`config.mk`:
```
export PLATFORM = sky130hd
export DESIGN_NAME = load_cell_adc_serial_reader
export DESIGN_NICKNAME = d
export VERILOG_FILES = /design/src/sv/lcr_pkg.sv /design/src/sv/load_cell_adc_serial_reader.sv /design/src/sv/lcr_ctrl.sv /design/src/sv/lcr_datapath.sv
export SDC_FILE = /design/constraint.sdc
export NUM_CORES = 2
export LEC_CHECK = 0
export BUFFER_PORTS_ARGS = -buffer_cell sky130_fd_sc_hd__buf_2
export CAP_MARGIN = 20
export CORE_MARGIN = 2
export CORE_UTILIZATION = 35
export CTS_CLUSTER_DIAMETER = 50
export DETAILED_ROUTE_END_ITERATION = 6
export HOLD_SLACK_MARGIN = 0.06
export PLACE_DENSITY = 0.49
export SETUP_SLACK_MARGIN = 0.15
export SLEW_MARGIN = 5
export SYNTH_ARGS = -nofsm -noshare
export SYNTH_HDL_FRONTEND = slang
export SYNTH_SLANG_ARGS = --single-unit
```
`constraint.sdc`:
```
create_clock -name clk -period 7.9 [get_ports clk]
set_input_delay 0 -clock clk [delete_from_list [all_inputs] [get_ports clk]]
set_output_delay 0 -clock clk [all_outputs]
set_load 0.05 [all_outputs]
```
`src/sv/lcr_pkg.sv`:
```
`timescale 1ns / 1ps

package lcr_pkg;

  // Converter word and averaging depth
  localparam int SAMPLE_BITS = 24;
  localparam int MAX_AVERAGE = 16;

  // Register and field widths
  localparam int GAIN_W     = 2;
  localparam int AVGC_W     = 5;
  localparam int OFFSET_W   = 24;
  localparam int SCALE_W    = 32;
  localparam int SCALE_FRAC = 16;
  localparam int TIMEOUT_W  = 20;
  localparam int RAW_W      = 24;
  localparam int WEIGHT_W   = 32;

  // Derived datapath widths
  localparam int PULSE_W   = $clog2(SAMPLE_BITS + (1 << GAIN_W));
  localparam int N_W       = $clog2(MAX_AVERAGE + 1);
  localparam int SUM_W     = SAMPLE_BITS + $clog2(MAX_AVERAGE);
  localparam int DIV_CNT_W = (SUM_W > 1) ? $clog2(SUM_W) : 1;
  localparam int DIFF_W    = ((SAMPLE_BITS > OFFSET_W) ? SAMPLE_BITS : OFFSET_W) + 1;
  localparam int PROD_W    = DIFF_W + SCALE_W;
  localparam int QUOT_W    = PROD_W - SCALE_FRAC;

  // Port widths and bit positions
  localparam int CFG_IDX_W    = 3;
  localparam int CFG_DATA_W   = 32;
  localparam int IN_DATA_W    = 8;
  localparam int IN_START_BIT = 0;
  localparam int IN_DATA_BIT  = 1;
  localparam int OUT_DATA_W   = 64;
  localparam int OUT_PAD_W    = OUT_DATA_W - (4 + RAW_W + WEIGHT_W);

  // Saturation limits
  localparam logic [WEIGHT_W-1:0] WEIGHT_MAX = {1'b0, {(WEIGHT_W-1){1'b1}}};
  localparam logic [WEIGHT_W-1:0] WEIGHT_MIN = {1'b1, {(WEIGHT_W-1){1'b0}}};

  // Register reset values
  localparam logic [GAIN_W-1:0]    GAIN_RST    = GAIN_W'(1);
  localparam logic [AVGC_W-1:0]    AVGC_RST    = AVGC_W'(3);
  localparam logic [OFFSET_W-1:0]  OFFSET_RST  = '0;
  localparam logic [SCALE_W-1:0]   SCALE_RST   = SCALE_W'(65536);
  localparam logic [TIMEOUT_W-1:0] TIMEOUT_RST = TIMEOUT_W'(1001000);

  typedef enum logic [CFG_IDX_W-1:0] {
    REG_GAIN_PULSES   = 3'd0,
    REG_AVERAGE_COUNT = 3'd1,
    REG_ZERO_OFFSET   = 3'd2,
    REG_SCALE_FACTOR  = 3'd3,
    REG_READY_TIMEOUT = 3'd4
  } cfg_reg_t;

  typedef enum logic [3:0] {
    ST_IDLE,
    ST_WAIT,
    ST_CLK_LO,
    ST_CLK_HI,
    ST_DIV_LOAD,
    ST_DIV,
    ST_DIFF,
    ST_MUL,
    ST_SAT
  } state_t;

  typedef struct packed {
    logic run_clear;
    logic wait_inc;
    logic wait_clear;
    logic shift_init;
    logic pulse_step;
    logic sample_add;
    logic div_load;
    logic div_step;
    logic diff_calc;
    logic mul_calc;
    logic result_write;
    logic out_load;
    logic clock_line;
    logic busy;
    logic done;
    logic timed_out;
  } cmd_t;

  typedef struct packed {
    logic wait_hit;
    logic pulse_last;
    logic sample_last;
    logic div_last;
  } status_t;

endpackage

```
`src/sv/load_cell_adc_serial_reader.sv`:
```
`timescale 1ns / 1ps

// Channel  | Dir | Handshake             | Payload
// ---------+-----+-----------------------+---------------------------------------------
// in_      | in  | in_tvalid/in_tready   | one half-bit tick: start_req, data_line
// out_     | out | out_tvalid/out_tready | one result per tick: pin, flags, mean, weight
// cfg_     | in  | cfg_valid/cfg_ready   | register index and write data
//
// The tick that completes the last reading of a measurement has its beat loaded only after
// the arithmetic tail (load, 28 divider steps by the reading count, offset subtract,
// multiply, saturate), and no tick is taken meanwhile.
// Reset (rst_n low, synchronous) restores the register defaults and idles the readout
// with the held mean and weight at zero.
// A waiting result blocks the next tick only while out_tready is low.
module load_cell_adc_serial_reader (
  input  logic                               clk,
  input  logic                               rst_n,
  // [0] start_req, [1] data_line, [7:2] zero
  input  logic [lcr_pkg::IN_DATA_W-1:0]      in_tdata,
  input  logic                               in_tvalid,
  output logic                               in_tready,
  // [0] clock_line, [1] busy_res, [2] done_res, [3] timed_out,
  // [27:4] raw_average, [59:28] weight, [63:60] zero
  output logic [lcr_pkg::OUT_DATA_W-1:0]     out_tdata,
  output logic                               out_tvalid,
  input  logic                               out_tready,
  input  logic                               cfg_valid,
  output logic                               cfg_ready,
  input  logic [lcr_pkg::CFG_IDX_W-1:0]      cfg_index,
  input  logic [lcr_pkg::CFG_DATA_W-1:0]     cfg_data
);

  lcr_pkg::cmd_t    cmd;
  lcr_pkg::status_t status;

  // Register writes are always accepted, never stalled
  assign cfg_ready = 1'b1;

  // Sequence the readout and the final arithmetic
  lcr_ctrl u_ctrl (
    .clk        (clk),
    .rst_n      (rst_n),
    .in_tvalid  (in_tvalid),
    .start_req  (in_tdata[lcr_pkg::IN_START_BIT]),
    .data_line  (in_tdata[lcr_pkg::IN_DATA_BIT]),
    .out_tready (out_tready),
    .status     (status),
    .in_tready  (in_tready),
    .out_tvalid (out_tvalid),
    .cmd        (cmd)
  );

  // Shift in the reading, accumulate, divide, scale and hold the beat payload
  lcr_datapath u_datapath (
    .clk       (clk),
    .rst_n     (rst_n),
    .cfg_valid (cfg_valid),
    .cfg_index (cfg_index),
    .cfg_data  (cfg_data),
    .data_line (in_tdata[lcr_pkg::IN_DATA_BIT]),
    .cmd       (cmd),
    .status    (status),
    .out_tdata (out_tdata)
  );

endmodule

```
`src/sv/lcr_ctrl.sv`:
```
`timescale 1ns / 1ps

module lcr_ctrl (
  input  logic            clk,
  input  logic            rst_n,
  input  logic            in_tvalid,
  input  logic            start_req,
  input  logic            data_line,
  input  logic            out_tready,
  input  lcr_pkg::status_t status,
  output logic            in_tready,
  output logic            out_tvalid,
  output lcr_pkg::cmd_t   cmd
);

  lcr_pkg::state_t state_r, state_nxt;
  logic            out_valid_r, out_valid_nxt;
  logic            tick_state;
  logic            acc;

  always_ff @(posedge clk) begin
    if (!rst_n) begin
      state_r     <= lcr_pkg::ST_IDLE;
      out_valid_r <= 1'b0;
    end else begin
      state_r     <= state_nxt;
      out_valid_r <= out_valid_nxt;
    end
  end

  assign tick_state = (state_r == lcr_pkg::ST_IDLE)   || (state_r == lcr_pkg::ST_WAIT) ||
                      (state_r == lcr_pkg::ST_CLK_LO) || (state_r == lcr_pkg::ST_CLK_HI);
  assign in_tready  = tick_state && (!out_valid_r || out_tready);
  assign acc        = in_tvalid && in_tready;
  assign out_tvalid = out_valid_r;

  always_comb begin
    state_nxt = state_r;
    cmd       = '0;
    unique case (state_r)
      lcr_pkg::ST_IDLE: begin
        if (acc) begin
          cmd.out_load = 1'b1;
          if (start_req) begin
            cmd.run_clear = 1'b1;
            cmd.busy      = 1'b1;
            state_nxt     = lcr_pkg::ST_WAIT;
          end
        end
      end
      lcr_pkg::ST_WAIT: begin
        if (acc) begin
          cmd.out_load = 1'b1;
          cmd.busy     = 1'b1;
          if (!data_line) begin
            cmd.shift_init = 1'b1;
            state_nxt      = lcr_pkg::ST_CLK_LO;
          end else begin
            cmd.wait_inc = 1'b1;
            if (status.wait_hit) begin
              cmd.busy      = 1'b0;
              cmd.done      = 1'b1;
              cmd.timed_out = 1'b1;
              state_nxt     = lcr_pkg::ST_IDLE;
            end
          end
        end
      end
      lcr_pkg::ST_CLK_LO: begin
        if (acc) begin
          cmd.out_load   = 1'b1;
          cmd.busy       = 1'b1;
          cmd.clock_line = 1'b1;
          state_nxt      = lcr_pkg::ST_CLK_HI;
        end
      end
      lcr_pkg::ST_CLK_HI: begin
        if (acc) begin
          cmd.pulse_step = 1'b1;
          cmd.busy       = 1'b1;
          if (status.pulse_last) begin
            cmd.sample_add = 1'b1;
            if (status.sample_last) begin
              // Result goes out once the mean and weight are ready
              state_nxt = lcr_pkg::ST_DIV_LOAD;
            end else begin
              cmd.out_load   = 1'b1;
              cmd.wait_clear = 1'b1;
              state_nxt      = lcr_pkg::ST_WAIT;
            end
          end else begin
            cmd.out_load = 1'b1;
            state_nxt    = lcr_pkg::ST_CLK_LO;
          end
        end
      end
      lcr_pkg::ST_DIV_LOAD: begin
        cmd.div_load = 1'b1;
        state_nxt    = lcr_pkg::ST_DIV;
      end
      lcr_pkg::ST_DIV: begin
        cmd.div_step = 1'b1;
        if (status.div_last) begin
          state_nxt = lcr_pkg::ST_DIFF;
        end
      end
      lcr_pkg::ST_DIFF: begin
        cmd.diff_calc = 1'b1;
        state_nxt     = lcr_pkg::ST_MUL;
      end
      lcr_pkg::ST_MUL: begin
        cmd.mul_calc = 1'b1;
        state_nxt    = lcr_pkg::ST_SAT;
      end
      lcr_pkg::ST_SAT: begin
        cmd.result_write = 1'b1;
        cmd.out_load     = 1'b1;
        cmd.done         = 1'b1;
        state_nxt        = lcr_pkg::ST_IDLE;
      end
      default: begin
        state_nxt = lcr_pkg::ST_IDLE;
      end
    endcase
  end

  always_comb begin
    out_valid_nxt = out_valid_r && !out_tready;
    if (cmd.out_load) begin
      out_valid_nxt = 1'b1;
    end
  end

endmodule

```
`src/sv/lcr_datapath.sv`:
```
`timescale 1ns / 1ps

module lcr_datapath (
  input  logic                                clk,
  input  logic                                rst_n,
  input  logic                                cfg_valid,
  input  logic [lcr_pkg::CFG_IDX_W-1:0]       cfg_index,
  input  logic [lcr_pkg::CFG_DATA_W-1:0]      cfg_data,
  input  logic                                data_line,
  input  lcr_pkg::cmd_t                       cmd,
  output lcr_pkg::status_t                    status,
  output logic [lcr_pkg::OUT_DATA_W-1:0]      out_tdata
);

  // Configuration registers
  logic [lcr_pkg::GAIN_W-1:0]    gain_pulses_r;
  logic [lcr_pkg::AVGC_W-1:0]    average_count_r;
  logic [lcr_pkg::OFFSET_W-1:0]  zero_offset_r;
  logic [lcr_pkg::SCALE_W-1:0]   scale_factor_r;
  logic [lcr_pkg::TIMEOUT_W-1:0] ready_timeout_r;

  // Readout state
  logic [lcr_pkg::TIMEOUT_W-1:0]   wait_count_r;
  logic [lcr_pkg::PULSE_W-1:0]     pulse_r;
  logic [lcr_pkg::SAMPLE_BITS-1:0] shift_r;
  logic signed [lcr_pkg::SUM_W-1:0] sum_r;
  logic [lcr_pkg::N_W-1:0]         taken_r;

  // Divider, difference and product
  logic [lcr_pkg::N_W-1:0]       rem_r;
  logic [lcr_pkg::SUM_W-1:0]     quo_r;
  logic                          sum_neg_r;
  logic [lcr_pkg::DIV_CNT_W-1:0] div_cnt_r;
  logic [lcr_pkg::RAW_W-1:0]     mean_r;
  logic [lcr_pkg::DIFF_W-1:0]    dmag_r;
  logic                          dneg_r;
  logic [lcr_pkg::PROD_W-1:0]    prod_r;
  logic                          pneg_r;

  // Held results and output register
  logic [lcr_pkg::RAW_W-1:0]      last_average_r;
  logic [lcr_pkg::WEIGHT_W-1:0]   last_weight_r;
  logic [lcr_pkg::OUT_DATA_W-1:0] out_data_r;

  logic [lcr_pkg::TIMEOUT_W-1:0]   wait_inc;
  logic [lcr_pkg::PULSE_W:0]       pulse_inc, pulse_end;
  logic [lcr_pkg::N_W:0]           taken_inc;
  logic [lcr_pkg::N_W-1:0]         n_avg;
  logic [lcr_pkg::SAMPLE_BITS-1:0] shift_nxt;
  logic signed [lcr_pkg::SUM_W-1:0] sample_ext;
  logic [lcr_pkg::N_W:0]           rem_sh, rem_sub;
  logic                            q_bit;
  logic [lcr_pkg::SUM_W-1:0]       mean_full;
  logic signed [lcr_pkg::DIFF_W-1:0] mean_ext, off_ext, diff;
  logic [lcr_pkg::QUOT_W-1:0]      scaled;
  logic                            over;
  logic [lcr_pkg::WEIGHT_W-1:0]    weight_new;
  logic [lcr_pkg::RAW_W-1:0]       avg_sel;
  logic [lcr_pkg::WEIGHT_W-1:0]    weight_sel;

  // Count of readings per measurement, zero taken as one, above MAX_AVERAGE clamped to it
  always_comb begin
    if (average_count_r == '0) begin
      n_avg = lcr_pkg::N_W'(1);
    end else if (32'(average_count_r) > lcr_pkg::MAX_AVERAGE) begin
      n_avg = lcr_pkg::N_W'(lcr_pkg::MAX_AVERAGE);
    end else begin
      n_avg = lcr_pkg::N_W'(average_count_r);
    end
  end

  assign wait_inc  = wait_count_r + lcr_pkg::TIMEOUT_W'(1);
  assign pulse_inc = {1'b0, pulse_r} + (lcr_pkg::PULSE_W+1)'(1);
  assign pulse_end = (lcr_pkg::PULSE_W+1)'(lcr_pkg::SAMPLE_BITS) +
                     (lcr_pkg::PULSE_W+1)'(gain_pulses_r);
  assign taken_inc = {1'b0, taken_r} + (lcr_pkg::N_W+1)'(1);
  assign shift_nxt = (32'(pulse_r) < lcr_pkg::SAMPLE_BITS) ?
                     {shift_r[lcr_pkg::SAMPLE_BITS-2:0], data_line} : shift_r;
  assign sample_ext = lcr_pkg::SUM_W'($signed(shift_nxt));

  assign status.wait_hit    = (wait_inc >= ready_timeout_r);
  assign status.pulse_last  = (pulse_inc >= pulse_end);
  assign status.sample_last = (taken_inc >= {1'b0, n_avg});
  assign status.div_last    = (div_cnt_r == lcr_pkg::DIV_CNT_W'(lcr_pkg::SUM_W - 1));

  // One quotient bit per step, restoring
  assign rem_sh  = {rem_r, quo_r[lcr_pkg::SUM_W-1]};
  assign rem_sub = rem_sh - {1'b0, n_avg};
  assign q_bit   = (rem_sh >= {1'b0, n_avg});

  assign mean_full = sum_neg_r ? (lcr_pkg::SUM_W'(0) - quo_r) : quo_r;
  assign mean_ext  = lcr_pkg::DIFF_W'($signed(mean_full[lcr_pkg::SAMPLE_BITS-1:0]));
  assign off_ext   = lcr_pkg::DIFF_W'($signed(zero_offset_r));
  assign diff      = mean_ext - off_ext;

  assign scaled = prod_r[lcr_pkg::PROD_W-1:lcr_pkg::SCALE_FRAC];
  assign over   = |scaled[lcr_pkg::QUOT_W-1:lcr_pkg::WEIGHT_W-1];

  always_comb begin
    if (pneg_r) begin
      weight_new = over ? lcr_pkg::WEIGHT_MIN :
                   (lcr_pkg::WEIGHT_W'(0) - scaled[lcr_pkg::WEIGHT_W-1:0]);
    end else begin
      weight_new = over ? lcr_pkg::WEIGHT_MAX : scaled[lcr_pkg::WEIGHT_W-1:0];
    end
  end

  assign avg_sel    = cmd.result_write ? mean_r     : last_average_r;
  assign weight_sel = cmd.result_write ? weight_new : last_weight_r;

  always_ff @(posedge clk) begin
    if (!rst_n) begin
      gain_pulses_r   <= lcr_pkg::GAIN_RST;
      average_count_r <= lcr_pkg::AVGC_RST;
      zero_offset_r   <= lcr_pkg::OFFSET_RST;
      scale_factor_r  <= lcr_pkg::SCALE_RST;
      ready_timeout_r <= lcr_pkg::TIMEOUT_RST;
    end else if (cfg_valid) begin
      unique case (lcr_pkg::cfg_reg_t'(cfg_index))
        lcr_pkg::REG_GAIN_PULSES:   gain_pulses_r   <= cfg_data[lcr_pkg::GAIN_W-1:0];
        lcr_pkg::REG_AVERAGE_COUNT: average_count_r <= cfg_data[lcr_pkg::AVGC_W-1:0];
        lcr_pkg::REG_ZERO_OFFSET:   zero_offset_r   <= cfg_data[lcr_pkg::OFFSET_W-1:0];
        lcr_pkg::REG_SCALE_FACTOR:  scale_factor_r  <= cfg_data[lcr_pkg::SCALE_W-1:0];
        lcr_pkg::REG_READY_TIMEOUT: ready_timeout_r <= cfg_data[lcr_pkg::TIMEOUT_W-1:0];
        default: begin
        end
      endcase
    end
  end

  always_ff @(posedge clk) begin
    if (!rst_n) begin
      wait_count_r   <= '0;
      pulse_r        <= '0;
      shift_r        <= '0;
      sum_r          <= '0;
      taken_r        <= '0;
      last_average_r <= '0;
      last_weight_r  <= '0;
    end else begin
      if (cmd.run_clear) begin
        sum_r        <= '0;
        taken_r      <= '0;
        wait_count_r <= '0;
      end
      if (cmd.wait_inc) begin
        wait_count_r <= wait_inc;
      end
      if (cmd.wait_clear) begin
        wait_count_r <= '0;
      end
      if (cmd.shift_init) begin
        pulse_r <= '0;
        shift_r <= '0;
      end
      if (cmd.pulse_step) begin
        pulse_r <= pulse_inc[lcr_pkg::PULSE_W-1:0];
        shift_r <= shift_nxt;
      end
      if (cmd.sample_add) begin
        sum_r   <= sum_r + sample_ext;
        taken_r <= taken_inc[lcr_pkg::N_W-1:0];
      end
      if (cmd.result_write) begin
        last_average_r <= mean_r;
        last_weight_r  <= weight_new;
      end
    end
  end

  always_ff @(posedge clk) begin
    if (cmd.div_load) begin
      sum_neg_r <= sum_r[lcr_pkg::SUM_W-1];
      quo_r     <= sum_r[lcr_pkg::SUM_W-1] ? (lcr_pkg::SUM_W'(0) - sum_r) : sum_r;
      rem_r     <= '0;
      div_cnt_r <= '0;
    end
    if (cmd.div_step) begin
      rem_r     <= q_bit ? rem_sub[lcr_pkg::N_W-1:0] : rem_sh[lcr_pkg::N_W-1:0];
      quo_r     <= {quo_r[lcr_pkg::SUM_W-2:0], q_bit};
      div_cnt_r <= div_cnt_r + lcr_pkg::DIV_CNT_W'(1);
    end
    if (cmd.diff_calc) begin
      mean_r <= mean_ext[lcr_pkg::RAW_W-1:0];
      dneg_r <= diff[lcr_pkg::DIFF_W-1];
      dmag_r <= diff[lcr_pkg::DIFF_W-1] ? (lcr_pkg::DIFF_W'(0) - diff) : diff;
    end
    if (cmd.mul_calc) begin
      prod_r <= lcr_pkg::PROD_W'(dmag_r) * lcr_pkg::PROD_W'(scale_factor_r);
      pneg_r <= dneg_r;
    end
    if (cmd.out_load) begin
      out_data_r <= {{lcr_pkg::OUT_PAD_W{1'b0}}, weight_sel, avg_sel,
                     cmd.timed_out, cmd.done, cmd.busy, cmd.clock_line};
    end
  end

  assign out_tdata = out_data_r;

endmodule

```
==> metrics.txt <==
CP required=8.26 ns; cell class contributing the biggest share of worst-path delay=adder cells; Die Wd=around 370 microns; Post-Route WL=133.1 mm; # H-tree levels=3; Final ANT Viol Nets=0; PwrDens=132.0 nW/um^2; leakage power=between 20 and 25 nW; fillers=~13000; final period utilization=0.9479; Least-Margin Pin Slew=0.9587 ns; CTS tree=yes; clock slew seen by the registers of the worst setup and hold paths=0.05 ns; ys async rst share=0; min Tclk post-route=7.488 ns; HP Class=in2reg; Multi-input gate area=31700 sq um; final setup vio count=0; Syn Area/Cell=9.090 sq um; Comb pwr share=0.213; Die Footprint=133900 sq um; port bufs=between 100 and 150; DR WL/cell=18.94 microns; Area Growth Syn to Fin=14.72%; Final Worst Setup Slack=~0.41 ns; die height=366.0 microns; VDD IR-drop max=0.1246 mV; Cell Int Power=4.804 mW; top-area cell type share of the netlist area=0.3008; Max Clock Freq=133.5 MHz; hpwl dp=104.2 mm; Mapped Area=45860 sq um; Clk pwr share=0.450; mean number of vias per cell=4.888; power share of the sequential group=0.337; top_reg_cell synth=dfxtp_1; first-pass GRT wire length=roughly 210 mm; fraction of layout instances using a drive strength above 1=0.09213; Rel. slew slack=0.3608; grt total ovfl=0; post-synthesis register bit count=417; GP Congestion=0.8564; cells after synthesis=5045; worst-skew pair later-pin latency=0.63 ns; clock skew=0.04239 ns; Total Routing Usage GR=0.2025; worst path buffer plus inverter count=8; register area=10270 sq um; # DRC=0; fin. max-slew vios=0; Switching Fraction=0.3083; DP Area=49210 sq um; Yosys Warn Count=0; Non-Filler Instances=7030; top post-synthesis cells by area=fa_1 (30%), edfxtp_1 (13%), dfxtp_1 (9.9%); drt pass-1 iters=5; starting density of the core=0.3533; WP data arrival=7.85 ns; P_sw=2.141 mW; Setup WS pre-CTS=-0.07389 ns; crit-path max FO=6; DP Cell Count=6817; CTS root buf=clkbuf_16; Post-synth EDFFs=between 150 and 200; most frequent CP cell=fa_1; kind of critical path=reg2reg; row count=132; status=completed; PnR Total Power=6.946 mW; endpoints failing hold=0; Max-cap violations=0; core area=between 100000 and 150000 sq um; setup repair after global routing missed its margin=yes; post-route cell area=approximately 53000 sq um; number of global-route vias before repair=35750; Num CTS Buffers=between 60 and 70; Worst setup SP type=flop; Setup crit end kind=flop; largest net degree at the start of global routing=87; final hold slack=between 0.15 and 0.2 ns; Starting DRT DRC Count=1918; Unique masters post-synth=74; TritonCTS sink count=417; clk buf depth=3; register area share after synthesis=0.2237; area leader, netlist=fa_1; initial antenna violation count=4; # nets final=6247; via count=34360; max incr delay on CP=0.56 ns; CP max-delay cell=fa_1; Top-Level Pins=115
==> power by group through the flow <==
stage / Clock [mW] / Combinational [mW] / Sequential [mW]
floorplan: 0 / 0.874 / 2.43
global placement: 0 / 1.46 / 2.38
detailed placement: 0 / 1.47 / 2.38
CTS: 3.21 / 1.50 / 2.34
global route: 3.30 / 1.66 / 2.34
finish: 3.12 / 1.48 / 2.34
==> what timing repair did <==
item                                    4_1_cts  5_1_grt
hold buffers                                 55        1
endpoints found under the setup margin       13       19
setup buffers                                 7       19
hold endpoints to repair                    167        2
pin swaps                                     1        9
gates resized for setup                       3       25
cloned                                        0        1
==> logic make-up after synthesis <==
kind of cell    Yosys count  share of synthesized area
compound gates          641                    0.08512
xor+xnor                189                    0.03609
fa+ha+maj               969                     0.3771
buf+inv                1069                    0.08807
flops                   417                     0.2237
mux                      34                   0.008076
other cells               2                  0.0001638
simple gates           1724                     0.1816
==> synth_stat cells, types with 42 or more instances <==
library cell / number
a21o_1: 52
a21oi_1: 248
a22oi_1: 42
and2_1: 489
clkbuf_1: 241
dfxtp_1: 226
edfxtp_1: 191
fa_1: 689
ha_1: 280
inv_1: 816
nand2_1: 766
nand3_1: 79
nor2_1: 187
o21ai_0: 145
xnor2_1: 115
xor2_1: 74
==> routing by layer <==
layer | vias to the layer above | GRT usage | routed length (microns)
met1 | 17330 | 0.2726 | 59910
met2 | 629 | 0.3453 | 64680
met5 | - | 0 | 0
met3 | 165 | 0.02313 | 4947
met4 | 0 | 0.05302 | 3604
li1 | 16240 | - | -
==> tightest hold or removal path, cell delays in order <==
cell and delay [ns]:
dlygate4sd3_1 0.53, buf_2 0.12, nand2_1 0.04, a21oi_1 0.05
==> area by class of cell <==
cell class,count,area share
Inverter,816,0.05826
Clock buffer,79,0.03370
Clock inverter,47,0.01170
Antenna cell,2,0.00009512
Multi-Input combinational cell,3562,0.6025
Sequential cell,417,0.1951
Timing Repair Buffer,365,0.05719
Tap cell,1742,0.04143
==> worst paths after layout <==
check	from	end	slack, ns	cells past startpoint
max reg2reg	u_datapath.dmag_r[5]$_DFFE_PP_	u_datapath.prod_r[46]$_DFFE_PP_	0.41	27
max	u_datapath.dmag_r[5]$_DFFE_PP_	u_datapath.prod_r[46]$_DFFE_PP_	0.41	27
min reg2reg	u_datapath.dneg_r$_DFFE_PP_	u_datapath.pneg_r$_DFFE_PP_	0.43	0
min	cfg_data[30]	u_datapath.scale_factor_r[30]$_SDFFE_PN0P_	0.19	4
==> registers in the layout, summed over array words and instances, names as in the netlist, 24 cells and up <==
name and count:
u_datapath.quo_r 28, u_datapath.shift_r 24, u_datapath.scale_factor_r 32, u_datapath.out_tdata 60
u_datapath.prod_r 41, u_datapath.dmag_r 25, u_datapath.zero_offset_r 24, u_datapath.sum_r 28
u_datapath.last_average_r 24, u_datapath.mean_r 24, u_datapath.last_weight_r 32
==> placed cells by master, fill, tap and decap left out, types with 27 or more instances in the layout <==
cell type      instances
xor2_1                74
ha_1                 278
nand3_1               79
inv_1                814
clkbuf_16             69
dfxtp_1              221
fa_1                 688
buf_4                174
and2_1               489
xnor2_1              115
edfxtp_1             191
nand2_1              766
buf_12                27
nor3_1                41
dlygate4sd3_1         56
a21oi_1              243
nor2_1               181
buf_2                103
o21ai_0              143
a22oi_1               42
a21o_1                52
==> stage by stage <==
stage	setup TNS (ns)	utilization
finish	0	0.4053
global route	0	0.4053
CTS	0	0.4023
detailed placement	-0.1631	0.3791
global placement	-0.04449	0.3791
floorplan	0	-
Note: power is estimated with default switching activity, not from simulation.
